### config.mk
export PLATFORM = sky130hd
export DESIGN_NAME = fixed_block_pool_allocator
export DESIGN_NICKNAME = d
export VERILOG_FILES = /design/src/rtl/fbpa_pkg.sv /design/src/rtl/fbpa_link_ram.sv /design/src/rtl/fixed_block_pool_allocator.sv
export VERILOG_INCLUDE_DIRS = /design/src /design/src/rtl
export SDC_FILE = /design/constraint.sdc
export NUM_CORES = 2
export LEC_CHECK = 0
export BUFFER_PORTS_ARGS = -buffer_cell sky130_fd_sc_hd__buf_2
export CAP_MARGIN = 5
export CORE_UTILIZATION = 45
export CTS_CLUSTER_SIZE = 10
export DETAILED_ROUTE_END_ITERATION = 12
export HOLD_SLACK_MARGIN = 0.1
export PLACE_DENSITY = 0.6
export SLEW_MARGIN = 0
export SYNTH_ARGS = -nofsm -noshare
export SYNTH_HDL_FRONTEND = slang
export SYNTH_HIERARCHICAL = 1
export SYNTH_SLANG_ARGS = --single-unit
### constraint.sdc
create_clock -name clk_i -period 18.85 [get_ports clk_i]
set_input_delay 3.77 -clock clk_i [delete_from_list [all_inputs] [get_ports clk_i]]
set_output_delay 3.77 -clock clk_i [all_outputs]
set_load 0.01 [all_outputs]
### src/rtl/assert_macros.svh
// Assertion macros used by the top level RTL file of the block pool allocator.
`ifndef ASSERT_MACROS_SVH
`define ASSERT_MACROS_SVH

// Checks that a property holds at every rising clock edge outside reset.
`define ASSERT_ALWAYS(label, prop, msg) \
  label: assert property (@(posedge clk_i) disable iff (!rst_ni) (prop)) \
    else $error(msg);

// Checks that a condition is accompanied by a consequence in the same cycle.
`define ASSERT_IMPLIES(label, cond, cons, msg) \
  label: assert property (@(posedge clk_i) disable iff (!rst_ni) (cond) |-> (cons)) \
    else $error(msg);

`endif

### src/rtl/fbpa_pkg.sv
// Types and constants of the fixed block pool allocator.
package fbpa_pkg;

  localparam int unsigned CMP_W = 18;

  localparam logic [1:0] OP_CREATE = 2'd0;
  localparam logic [1:0] OP_GET    = 2'd1;
  localparam logic [1:0] OP_FREE   = 2'd2;

  localparam logic [2:0] ST_OK          = 3'd0;
  localparam logic [2:0] ST_BAD_BASE    = 3'd1;
  localparam logic [2:0] ST_NOT_CREATED = 3'd2;
  localparam logic [2:0] ST_TOO_LARGE   = 3'd3;
  localparam logic [2:0] ST_NONE_FREE   = 3'd4;
  localparam logic [2:0] ST_IGNORED     = 3'd5;
  localparam logic [2:0] ST_BAD_INDEX   = 3'd6;

  localparam logic [1:0] REG_BASE_ADDRESS = 2'd0;
  localparam logic [1:0] REG_BLOCK_COUNT  = 2'd1;
  localparam logic [1:0] REG_BLOCK_LENGTH = 2'd2;

  typedef struct packed {
    logic [1:0]  operation;
    logic [15:0] request_size;
    logic [7:0]  block_index;
    logic        block_present;
  } fbpa_req_t;

  typedef struct packed {
    logic [2:0]  status;
    logic [7:0]  granted_index;
    logic [31:0] granted_address;
    logic [8:0]  free_blocks;
  } fbpa_rsp_t;

endpackage

### src/rtl/fbpa_link_ram.sv
// Link memory of the free list with one write port and one registered read port.
module fbpa_link_ram #(
  parameter int unsigned Depth = 256,
  parameter int unsigned Width = 8
) (
  input  logic                     clk_i,
  input  logic                     we_i,
  input  logic [$clog2(Depth)-1:0] waddr_i,
  input  logic [Width-1:0]         wdata_i,
  input  logic                     re_i,
  input  logic [$clog2(Depth)-1:0] raddr_i,
  output logic [Width-1:0]         rdata_o
);

  logic [Width-1:0] mem [Depth];
  logic [Width-1:0] rdata_q;

  always_ff @(posedge clk_i) begin
    if (we_i) begin
      mem[waddr_i] <= wdata_i;
    end
    if (re_i) begin
      rdata_q <= mem[raddr_i];
    end
  end

  assign rdata_o = rdata_q;

endmodule

### src/rtl/fixed_block_pool_allocator.sv
// Top level of the fixed block pool allocator: request decode, free list control and link memory.
//
// Channel   Direction  Handshake                 Payload
// request   in         start & !busy             req_i (fbpa_req_t)
// result    out        done_o, one cycle, no stall rsp_o (fbpa_rsp_t)
// config    in         cfg_valid_i & cfg_ready_o cfg_index_i, cfg_data_i
//
// A free or a rejected request is handled when it is accepted and its result beat follows in the next cycle.
// A get also holds the allocator busy in ST_GET while the link memory read of the head block returns.
// A create sweeps the link memory one entry a cycle, then gives its result beat.
// After reset the pool is not created; the link memory needs no clearing pass.
// The receiver cannot stall, so busy depends only on the running request.
`include "assert_macros.svh"

module fixed_block_pool_allocator
  import fbpa_pkg::*;
#(
  parameter int unsigned MAX_BLOCKS = 256
) (
  input  logic        clk_i,
  input  logic        rst_ni,
  input  logic        start,
  output logic        busy,
  input  fbpa_req_t   req_i,
  output logic        done_o,
  output fbpa_rsp_t   rsp_o,
  input  logic        cfg_valid_i,
  output logic        cfg_ready_o,
  input  logic [1:0]  cfg_index_i,
  input  logic [31:0] cfg_data_i
);

  localparam int unsigned IdxW = $clog2(MAX_BLOCKS);
  localparam int unsigned CntW = $clog2(MAX_BLOCKS + 1);

  typedef enum logic [1:0] {
    ST_IDLE,
    ST_GET,
    ST_CREATE
  } state_e;

  state_e            state_q;
  logic              done_q;
  fbpa_rsp_t         rsp_q;
  logic              pool_ready_q;
  logic [IdxW-1:0]   head_q;
  logic [CntW-1:0]   free_q;
  logic [CntW-1:0]   used_count_q;
  logic [15:0]       used_length_q;
  logic [31:0]       used_base_q;
  logic [IdxW-1:0]   sweep_q;

  logic [31:0]       base_cfg_q;
  logic [8:0]        count_cfg_q;
  logic [15:0]       length_cfg_q;

  logic              accept;
  logic              get_ok;
  logic              free_ok;
  logic              sweep_last;
  logic [CMP_W-1:0]  count_ext;
  logic [CntW-1:0]   count_clamped;
  logic [31:0]       grant_addr;
  logic              ram_we;
  logic [IdxW-1:0]   ram_waddr;
  logic [IdxW-1:0]   ram_wdata;
  logic              ram_re;
  logic [IdxW-1:0]   ram_rdata;

  assign cfg_ready_o = 1'b1;

  always_ff @(posedge clk_i or negedge rst_ni) begin
    if (!rst_ni) begin
      base_cfg_q   <= '0;
      count_cfg_q  <= 9'd256;
      length_cfg_q <= 16'd4;
    end else if (cfg_valid_i && cfg_ready_o) begin
      unique case (cfg_index_i)
        REG_BASE_ADDRESS: base_cfg_q   <= cfg_data_i;
        REG_BLOCK_COUNT:  count_cfg_q  <= cfg_data_i[8:0];
        REG_BLOCK_LENGTH: length_cfg_q <= cfg_data_i[15:0];
        default: ;
      endcase
    end
  end

  assign accept = start && !busy;

  always_comb begin
    count_ext = CMP_W'(count_cfg_q);
    if (count_ext == '0) begin
      count_clamped = CntW'(1);
    end else if (count_ext > CMP_W'(MAX_BLOCKS)) begin
      count_clamped = CntW'(MAX_BLOCKS);
    end else begin
      count_clamped = CntW'(count_cfg_q);
    end
  end

  assign get_ok = pool_ready_q && (req_i.request_size <= used_length_q) && (free_q != '0);
  assign free_ok = pool_ready_q && req_i.block_present
                && (CMP_W'(req_i.block_index) < CMP_W'(used_count_q))
                && (free_q < used_count_q);
  assign sweep_last = (CntW'(sweep_q) + CntW'(1)) == used_count_q;
  assign grant_addr = used_base_q + 32'(32'(head_q) * 32'(used_length_q));

  always_comb begin
    ram_we    = 1'b0;
    ram_waddr = head_q;
    ram_wdata = head_q;
    ram_re    = 1'b0;
    if (state_q == ST_CREATE) begin
      ram_we    = 1'b1;
      ram_waddr = sweep_q;
      ram_wdata = sweep_last ? '0 : IdxW'(sweep_q + IdxW'(1));
    end else if (accept && req_i.operation == OP_FREE && free_ok) begin
      ram_we    = 1'b1;
      ram_waddr = IdxW'(req_i.block_index);
      ram_wdata = head_q;
    end
    if (accept && req_i.operation == OP_GET && get_ok) begin
      ram_re = 1'b1;
    end
  end

  fbpa_link_ram #(
    .Depth (MAX_BLOCKS),
    .Width (IdxW)
  ) u_link_ram (
    .clk_i   (clk_i),
    .we_i    (ram_we),
    .waddr_i (ram_waddr),
    .wdata_i (ram_wdata),
    .re_i    (ram_re),
    .raddr_i (head_q),
    .rdata_o (ram_rdata)
  );

  always_ff @(posedge clk_i or negedge rst_ni) begin
    if (!rst_ni) begin
      state_q       <= ST_IDLE;
      done_q        <= 1'b0;
      rsp_q         <= '0;
      pool_ready_q  <= 1'b0;
      head_q        <= '0;
      free_q        <= '0;
      used_count_q  <= '0;
      used_length_q <= '0;
      used_base_q   <= '0;
      sweep_q       <= '0;
    end else begin
      done_q <= 1'b0;
      unique case (state_q)
        ST_IDLE: begin
          if (start) begin
            rsp_q             <= '0;
            rsp_q.free_blocks <= 9'(free_q);
            done_q            <= 1'b1;
            case (req_i.operation)
              OP_CREATE: begin
                if (base_cfg_q == '0) begin
                  rsp_q.status <= ST_BAD_BASE;
                end else begin
                  done_q        <= 1'b0;
                  used_base_q   <= base_cfg_q;
                  used_count_q  <= count_clamped;
                  used_length_q <= length_cfg_q;
                  head_q        <= '0;
                  free_q        <= count_clamped;
                  pool_ready_q  <= 1'b1;
                  sweep_q       <= '0;
                  state_q       <= ST_CREATE;
                end
              end
              OP_GET: begin
                if (!pool_ready_q) begin
                  rsp_q.status <= ST_NOT_CREATED;
                end else if (req_i.request_size > used_length_q) begin
                  rsp_q.status <= ST_TOO_LARGE;
                end else if (free_q == '0) begin
                  rsp_q.status <= ST_NONE_FREE;
                end else begin
                  rsp_q.status          <= ST_OK;
                  rsp_q.granted_index   <= 8'(head_q);
                  rsp_q.granted_address <= grant_addr;
                  rsp_q.free_blocks     <= 9'(free_q - CntW'(1));
                  free_q                <= free_q - CntW'(1);
                  state_q               <= ST_GET;
                end
              end
              OP_FREE: begin
                if (!pool_ready_q) begin
                  rsp_q.status <= ST_NOT_CREATED;
                end else if (!req_i.block_present) begin
                  rsp_q.status <= ST_IGNORED;
                end else if (CMP_W'(req_i.block_index) >= CMP_W'(used_count_q)) begin
                  rsp_q.status <= ST_BAD_INDEX;
                end else if (free_q >= used_count_q) begin
                  rsp_q.status <= ST_IGNORED;
                end else begin
                  rsp_q.status      <= ST_OK;
                  rsp_q.free_blocks <= 9'(free_q + CntW'(1));
                  free_q            <= free_q + CntW'(1);
                  head_q            <= IdxW'(req_i.block_index);
                end
              end
              default: begin
                rsp_q.status <= ST_IGNORED;
              end
            endcase
          end
        end
        ST_GET: begin
          head_q  <= ram_rdata;
          state_q <= ST_IDLE;
        end
        ST_CREATE: begin
          if (sweep_last) begin
            rsp_q             <= '0;
            rsp_q.status      <= ST_OK;
            rsp_q.free_blocks <= 9'(used_count_q);
            done_q            <= 1'b1;
            state_q           <= ST_IDLE;
          end else begin
            sweep_q <= sweep_q + IdxW'(1);
          end
        end
        default: begin
          state_q <= ST_IDLE;
        end
      endcase
    end
  end

  assign busy   = (state_q != ST_IDLE);
  assign done_o = done_q;
  assign rsp_o  = rsp_q;

  `ASSERT_ALWAYS(a_free_within_count, free_q <= used_count_q,
                 "Free block count exceeds the pool size.")
  `ASSERT_IMPLIES(a_get_result_shown, state_q == ST_GET, done_q && rsp_q.status == ST_OK,
                  "A pending head update has no granted result beat.")
  `ASSERT_IMPLIES(a_head_in_pool,
                  state_q == ST_IDLE && pool_ready_q && free_q != '0,
                  CntW'(head_q) < used_count_q,
                  "The list head names a block outside the pool.")
  `ASSERT_IMPLIES(a_sweep_in_pool, state_q == ST_CREATE, CntW'(sweep_q) < used_count_q,
                  "The create sweep ran past the block count.")

endmodule
# --- Yosys cells after proc, flatten, opt, wreduce, memory -nomap -nowiden ---
# Memories as Yosys holds them, arrays and structs flattened. A register that Yosys moved wholly into a read port is not among the register bits.
# Cells that the tools add are included.
classes:
  mux: 62
  multipliers: 1
  addsub: 5
  n_eq_ne: 26
  magnitude_cmp: 7
  bitwise_logic: 1
  n_reduce_logical: 31
op_table:
  columns: ["operator", "count"]
  rows:
  - ["$mux 49", 3]
  - ["$mux 52", 2]
  - ["$mux 8", 13]
  - ["$pmux 52 s2", 1]
  - ["$mux 9", 10]
  - ["$pmux 8 s2", 3]
  - ["$mux 40", 1]
  - ["$add 32x24->32", 1]
  - ["$logic_not 32->1", 1]
  - ["$pmux 9 s3", 1]
  - ["$mul 8x16->24", 1]
  - ["$ne 3x3->1 const B", 8]
  - ["$mux 3", 7]
  - ["$logic_not 9->1", 2]
  - ["$pmux 9 s2", 1]
  - ["$gt 16x16->1", 1]
  - ["$le 16x16->1", 1]
  - ["$ne 2x2->1 const B", 8]
  - ["$reduce_and 7->1", 2]
  - ["$mux 2", 6]
  - ["$logic_and 1x1->1", 10]
  - ["$mux 1", 10]
  - ["$add 8x1->9 const B", 1]
  - ["$add 9x1->9 const B", 1]
  - ["other kinds (26)", 38]
word_totals:
  out_inout_bits: 55
  mem_bits_rw: 2048
  inputBits: 65
  register_bits: 195
  memories: 1
  wordCells: 150
mem_list:
  columns: ["name", "depth", "width", "read_ports", "rd_ports_with_merged_regs", "write_ports", "line_no", "rtl"]
  rows:
  - ["u_link_ram.mem", 256, 8, 1, 1, 1, "fbpa_link_ram.sv:15", "logic [Width-1:0] mem [Depth];"]

# --- Logic depth before layout (Yosys ltp) ---
logic_depth:
  ltp_word: 9
  mapped_depth: 20
  mapped_depth_nobuf: 19

# --- Modules after synthesis ---
# The synthesis kept the hierarchy.
modules_own_cells:
  columns: ["module", "cells_each", "instances", "area_each_um2", "seq_area_each_um2"]
  rows:
  - ["fbpa_link_ram", 3733, 1, 79636.4, 61739.2]
  - ["fixed_block_pool_allocator", 1534, 1, 14975.6, 4882.2]

# --- Worst setup path after synthesis ---
# OpenSTA, ideal clock, no wires.
synth_path:
  kind: "register -> register"
  from: "register sweep_q[0]"
  to: "memory u_link_ram.mem[0][7], data pin"
  setup_ps: 2231
  arrival_time_ps: 12282
  period_less_slack_ps: 14513
  path_buffers: 2
  stages_incl_launch_ff: 10
  slack_ps: 4337
  cell_sequence: "dfrtp_1 > ha_1 > buf_4 > and3_1 > and3_1 > xnor2_1 > xnor2_1 > and4b_1 > buf_4 > o31ai_1"
synth_via:
  elab_chain_len: 4
  elab_cells_between_ends: 5
  classes_between: "2 x add/sub; 1 x eq/ne; 2 x mux"
synth_rtl:
  columns: ["item", "line_no", "rtl"]
  rows:
  - ["from (decl)", "fixed_block_pool_allocator.sv:51", "logic [IdxW-1:0] sweep_q;"]
  - ["from (signal assigned)", "fixed_block_pool_allocator.sv:225", "sweep_q <= sweep_q + IdxW'(1);"]
  - ["$add 8x1->9", "fixed_block_pool_allocator.sv:104", "assign sweep_last = (CntW'(sweep_q) + CntW'(1)) == used_count_q;"]
  - ["$eq 9x9->1", "fixed_block_pool_allocator.sv:104", null]
  - ["$mux 8 (*)", "fixed_block_pool_allocator.sv:115", "ram_wdata = sweep_last ? '0 : IdxW'(sweep_q + IdxW'(1));"]
  - ["$mux 8 (*)", "fixed_block_pool_allocator.sv:112", "if (state_q == ST_CREATE) begin"]
  - ["named net ram_wdata[7]", "fixed_block_pool_allocator.sv:66", "logic [IdxW-1:0] ram_wdata;"]
  - ["to (decl)", "fbpa_link_ram.sv:15", null]
# Mark *: on every way through the listed nets, which the timed path passes. The rest lies on a longest branch.

# --- Worst setup path in the final report ---
layout_path:
  from: "input req_i[25] (netlist bit)"
  to: "memory u_link_ram.mem[209][7], enable pin"
layout_via:
  elab_cells_between_ends: 9
  classes_between: "1 x eq/ne; 6 x mux; 2 x reduce/logical"
layout_lines:
  columns: ["item", "line_no", "rtl"]
  rows:
  - ["from (decl)", "fixed_block_pool_allocator.sv:24", "input fbpa_req_t req_i,"]
  - ["$eq 2x2->1", "fixed_block_pool_allocator.sv:116", "end else if (accept && req_i.operation == OP_FREE && free_ok) begin"]
  - ["$logic_and 1x1->1 (2 in series)", "fixed_block_pool_allocator.sv:116", null]
  - ["$mux 8", "fixed_block_pool_allocator.sv:116", null]
  - ["$mux 8", "fixed_block_pool_allocator.sv:112", null]
  - ["named net ram_waddr[0]", "fixed_block_pool_allocator.sv:65", "logic [IdxW-1:0] ram_waddr;"]
# The timed path passes the listed nets, and every way through them passes these cells.

==> run summary <==
H-tree depth = 5
Setup Skew = 0.0833 ns
Clock Tree Buf Depth = 4
Routed WL = 252 mm
CP Data Required Time = 19.39 ns
Number of global-route vias before repair = 50793
CP endpoint kind = flip-flop
Hold_ws = 0.479 ns
Area Growth Syn to Fin = 11.6%
GR met2 Demand/Resource = 36.3%
Distinct cells, synth = 90
Initial Utilization = 45.5%
CP Launch Type = input pin
Tot Pwr = 10100 uW
Final setup TNS = 0 ns
Max Cap Viol = 0
M3 GR Usage = 4.75%
Layout net count = 5711
Port buffer count = 118
GRT Total Usage = 23.9%
Mean post-synth cell area = 18.0 um^2
Pins Over Slew Limit = 0
Die H = 461 um
Antenna-violating nets left = 0
#FFs+latches synth = 2251
Synth Flop Type = edfxtp_1
Post-Syn Area = 94600 um^2
Post-CTS Hold Buffers = 0
Setup Fix Bufs, Post-CTS = 0
Clk_lat worst skew = 0.92 ns
Antenna violations before repair = 6
R2R Setup Slk = 11.68 ns
R2R depth = 10
Period Utilization, post-route = 44.1%
Chip width = 461 um
Rel. slew slack = 13.6%
PwrDens = 96.1 nW/um^2
Num CTS Buffers = 282
Critical R2R Launch = head_q[0]$_DFFE_PN0P_
Syn_nets = 5528
Final-report hold violation count = 0
Leakage power = 0.0359 uW
Via count = 50582
Placeable Area = 208000 um^2
Final setup viols = 0
Worst flop-to-flop path endpoint = u_link_ram/rdata_o[3]$_DFFE_PP_
Root Driver = clkbuf_16
EDFF count, synth = 2056
Die area = 212000 um^2
WL per Instance = 30.3 um
Clk slew on worst S/H paths = 0.05 ns
Register area share after synthesis = 70.4%
Achievable Freq = 0.120 GHz
Worst Setup EP = u_link_ram/mem[209][7]$_DFFE_PP_
Asr flop ratio synth = 8.66%
GRT busiest layer = met2
Peak VDD IR = 112 uV
Gpl congestion = 0.861
Worst-Margin Slew = 1.29 ns
Share of layout cells above drive strength 1 = 20.8%
Drt first pass iters = 6
Number of core rows = 167
Largest net degree at the start of global routing = 167
Synth warn = 6
First-pass GRT wire length = 366 mm
WP data arrival = 8.85 ns
Crit-path max FO = 15
Worst hold path type = reg2reg
CTS tree = built
Setup CP Type = in2reg
Crit path launch = req_i[25]
Met1 Track Usage GR = 34.6%
DR iter-0 viols = 6260
DRC Markers = 0
Grt total ovfl = 0
RSZ-0062 raised after global routing = false
Io pins = 120
Synth Instances = 5267
Status = finished, final reports clean
Clock Sinks = 2251
Post_cts resized = 0
Final Critical Period = 8.32 ns
DR vias/cell = 6.09
Post-DP HPWL = 155 mm
-- layout make-up --
type                            instances  area, um^2
Fill cell                           16615      102000
Sequential cell                      2251       66600
Multi-Input combinational cell       2483       25600
Clock buffer                          329        7460
Tap cell                             2788        3490
Timing Repair Buffer                  223        1490
Inverter                              209         785
Clock inverter                         19         119
Antenna cell                            1        2.50
-- through the flow --
stage,util [%],area [um^2],worst slack [ns],cells
floorplan,-,94600,4.34,5267
global placement,47.1,98000,9.72,7954
detailed placement,47.1,98000,9.69,7954
CTS,50.8,106000,10.65,8302
global route,50.8,106000,10.35,8303
finish,50.8,106000,10.53,8303
-- synth_stat cells, types with 13 or more instances --
cell,instances,area (um^2)
edfxtp_1,2056,61700
buf_4,32,240
buf_1,25,93.8
nor3_1,47,235
o21ai_0,80,400
a22o_1,47,412
and2_1,98,613
o221ai_1,49,429
a221oi_1,16,140
nand2_1,168,631
mux2_2,110,1240
dfrtp_1,193,4830
a21oi_1,151,756
inv_1,208,781
nand2b_1,20,125
nand3_1,51,255
o22ai_1,33,206
a21o_1,13,97.6
nor2b_1,38,238
fa_1,106,2120
o31ai_1,14,105
and3_1,16,100
clkbuf_1,181,679
mux4_2,454,10200
buf_2,43,215
a211oi_1,28,210
mux2i_1,143,1430
o211ai_1,17,128
ha_1,90,1130
buf_8,13,195
nand4_1,21,131
a22oi_1,137,1030
nor4_1,38,238
xnor2_1,29,254
buf_6,22,248
nor2_1,328,1230
-- cells by family after synthesis --
family	after synthesis	synth area share [%]
AO/OA/AOI/OAI	667	4.92
XOR/XNOR	41	0.380
adder cells (fa/ha/maj)	196	3.43
buffers and inverters	533	2.77
flip-flops	2251	70.4
multiplexers	709	13.7
other	1	0.00396
AND/OR/NAND/NOR	869	4.40
-- cell usage in the layout, fill, tap and decap left out, types with 46 or more instances in the layout --
cell type and instances:
nand3_1 50, a22o_1 47, ha_1 90, inv_1 208
mux2_2 110, nand2_1 167, nor3_1 46, mux2i_1 143
nor2_1 325, mux4_2 454, o21ai_0 78, buf_4 97
clkbuf_16 291, fa_1 106, dfrtp_1 185, buf_2 117
o221ai_1 49, a22oi_1 137, a21oi_1 151, and2_1 98
edfxtp_1 2056
-- worst min-delay path by stage --
stage | from | end | depth (start not counted)
after floorplan | length_cfg_q[0]$_DFFE_PN0P_ | used_length_q[0]$_DFFE_PN0P_ | 1
after global placement | rsp_o[27]$_DFFE_PN0P_ | rsp_o[27]$_DFFE_PN0P_ | 2
after detailed placement | rsp_o[50]$_DFFE_PN0P_ | rsp_o[50]$_DFFE_PN0P_ | 2
after CTS | rsp_o[27]$_DFFE_PN0P_ | rsp_o[27]$_DFFE_PN0P_ | 2
final | rsp_o[27]$_DFFE_PN0P_ | rsp_o[27]$_DFFE_PN0P_ | 2
after global routing | rsp_o[27]$_DFFE_PN0P_ | rsp_o[27]$_DFFE_PN0P_ | 2
-- per-layer routing --
layer | vias to the layer above | part of all wire (%)
li1 | 21122 | -
met1 | 26429 | 42
met2 | 2587 | 46
met3 | 442 | 8.7
met4 | 2 | 3.2
met5 | - | 0.0052
-- worst max-delay path, cell delays in order --
cell and delay [ns]:
buf_2 0.12, inv_1 0.07, ha_1 0.59, o2111ai_1 0.25, nor4b_2 0.31, buf_4 0.25
mux2i_1 0.09, a21oi_1 0.78, nor2b_1 0.50, nand3_1 0.92, buf_4 0.57, nor2_1 0.59
-- where the power goes --
group / total, uW / leakage (uW) / switching, uW / internal [uW]
logic: 74.5 / 0.00919 / 41.6 / 32.9
clock network: 4640 / 0.00372 / 1880 / 2760
registers: 5430 / 0.0230 / 27.5 / 5400
total: 10100 / 0.0359 / 1940 / 8190
-- registers in the layout, indices dropped and copies added (netlist names) --
name and count:
u_link_ram/mem 2048, rsp_o 52, base_cfg_q 32, used_base_q 32
length_cfg_q 16, used_length_q 16, count_cfg_q 9, free_q 9
used_count_q 9, head_q 8, sweep_q 8, u_link_ram/rdata_o 8
state_q 2, done_o 1, pool_ready_q 1
No activity file was read; power rests on OpenSTA's default activity.
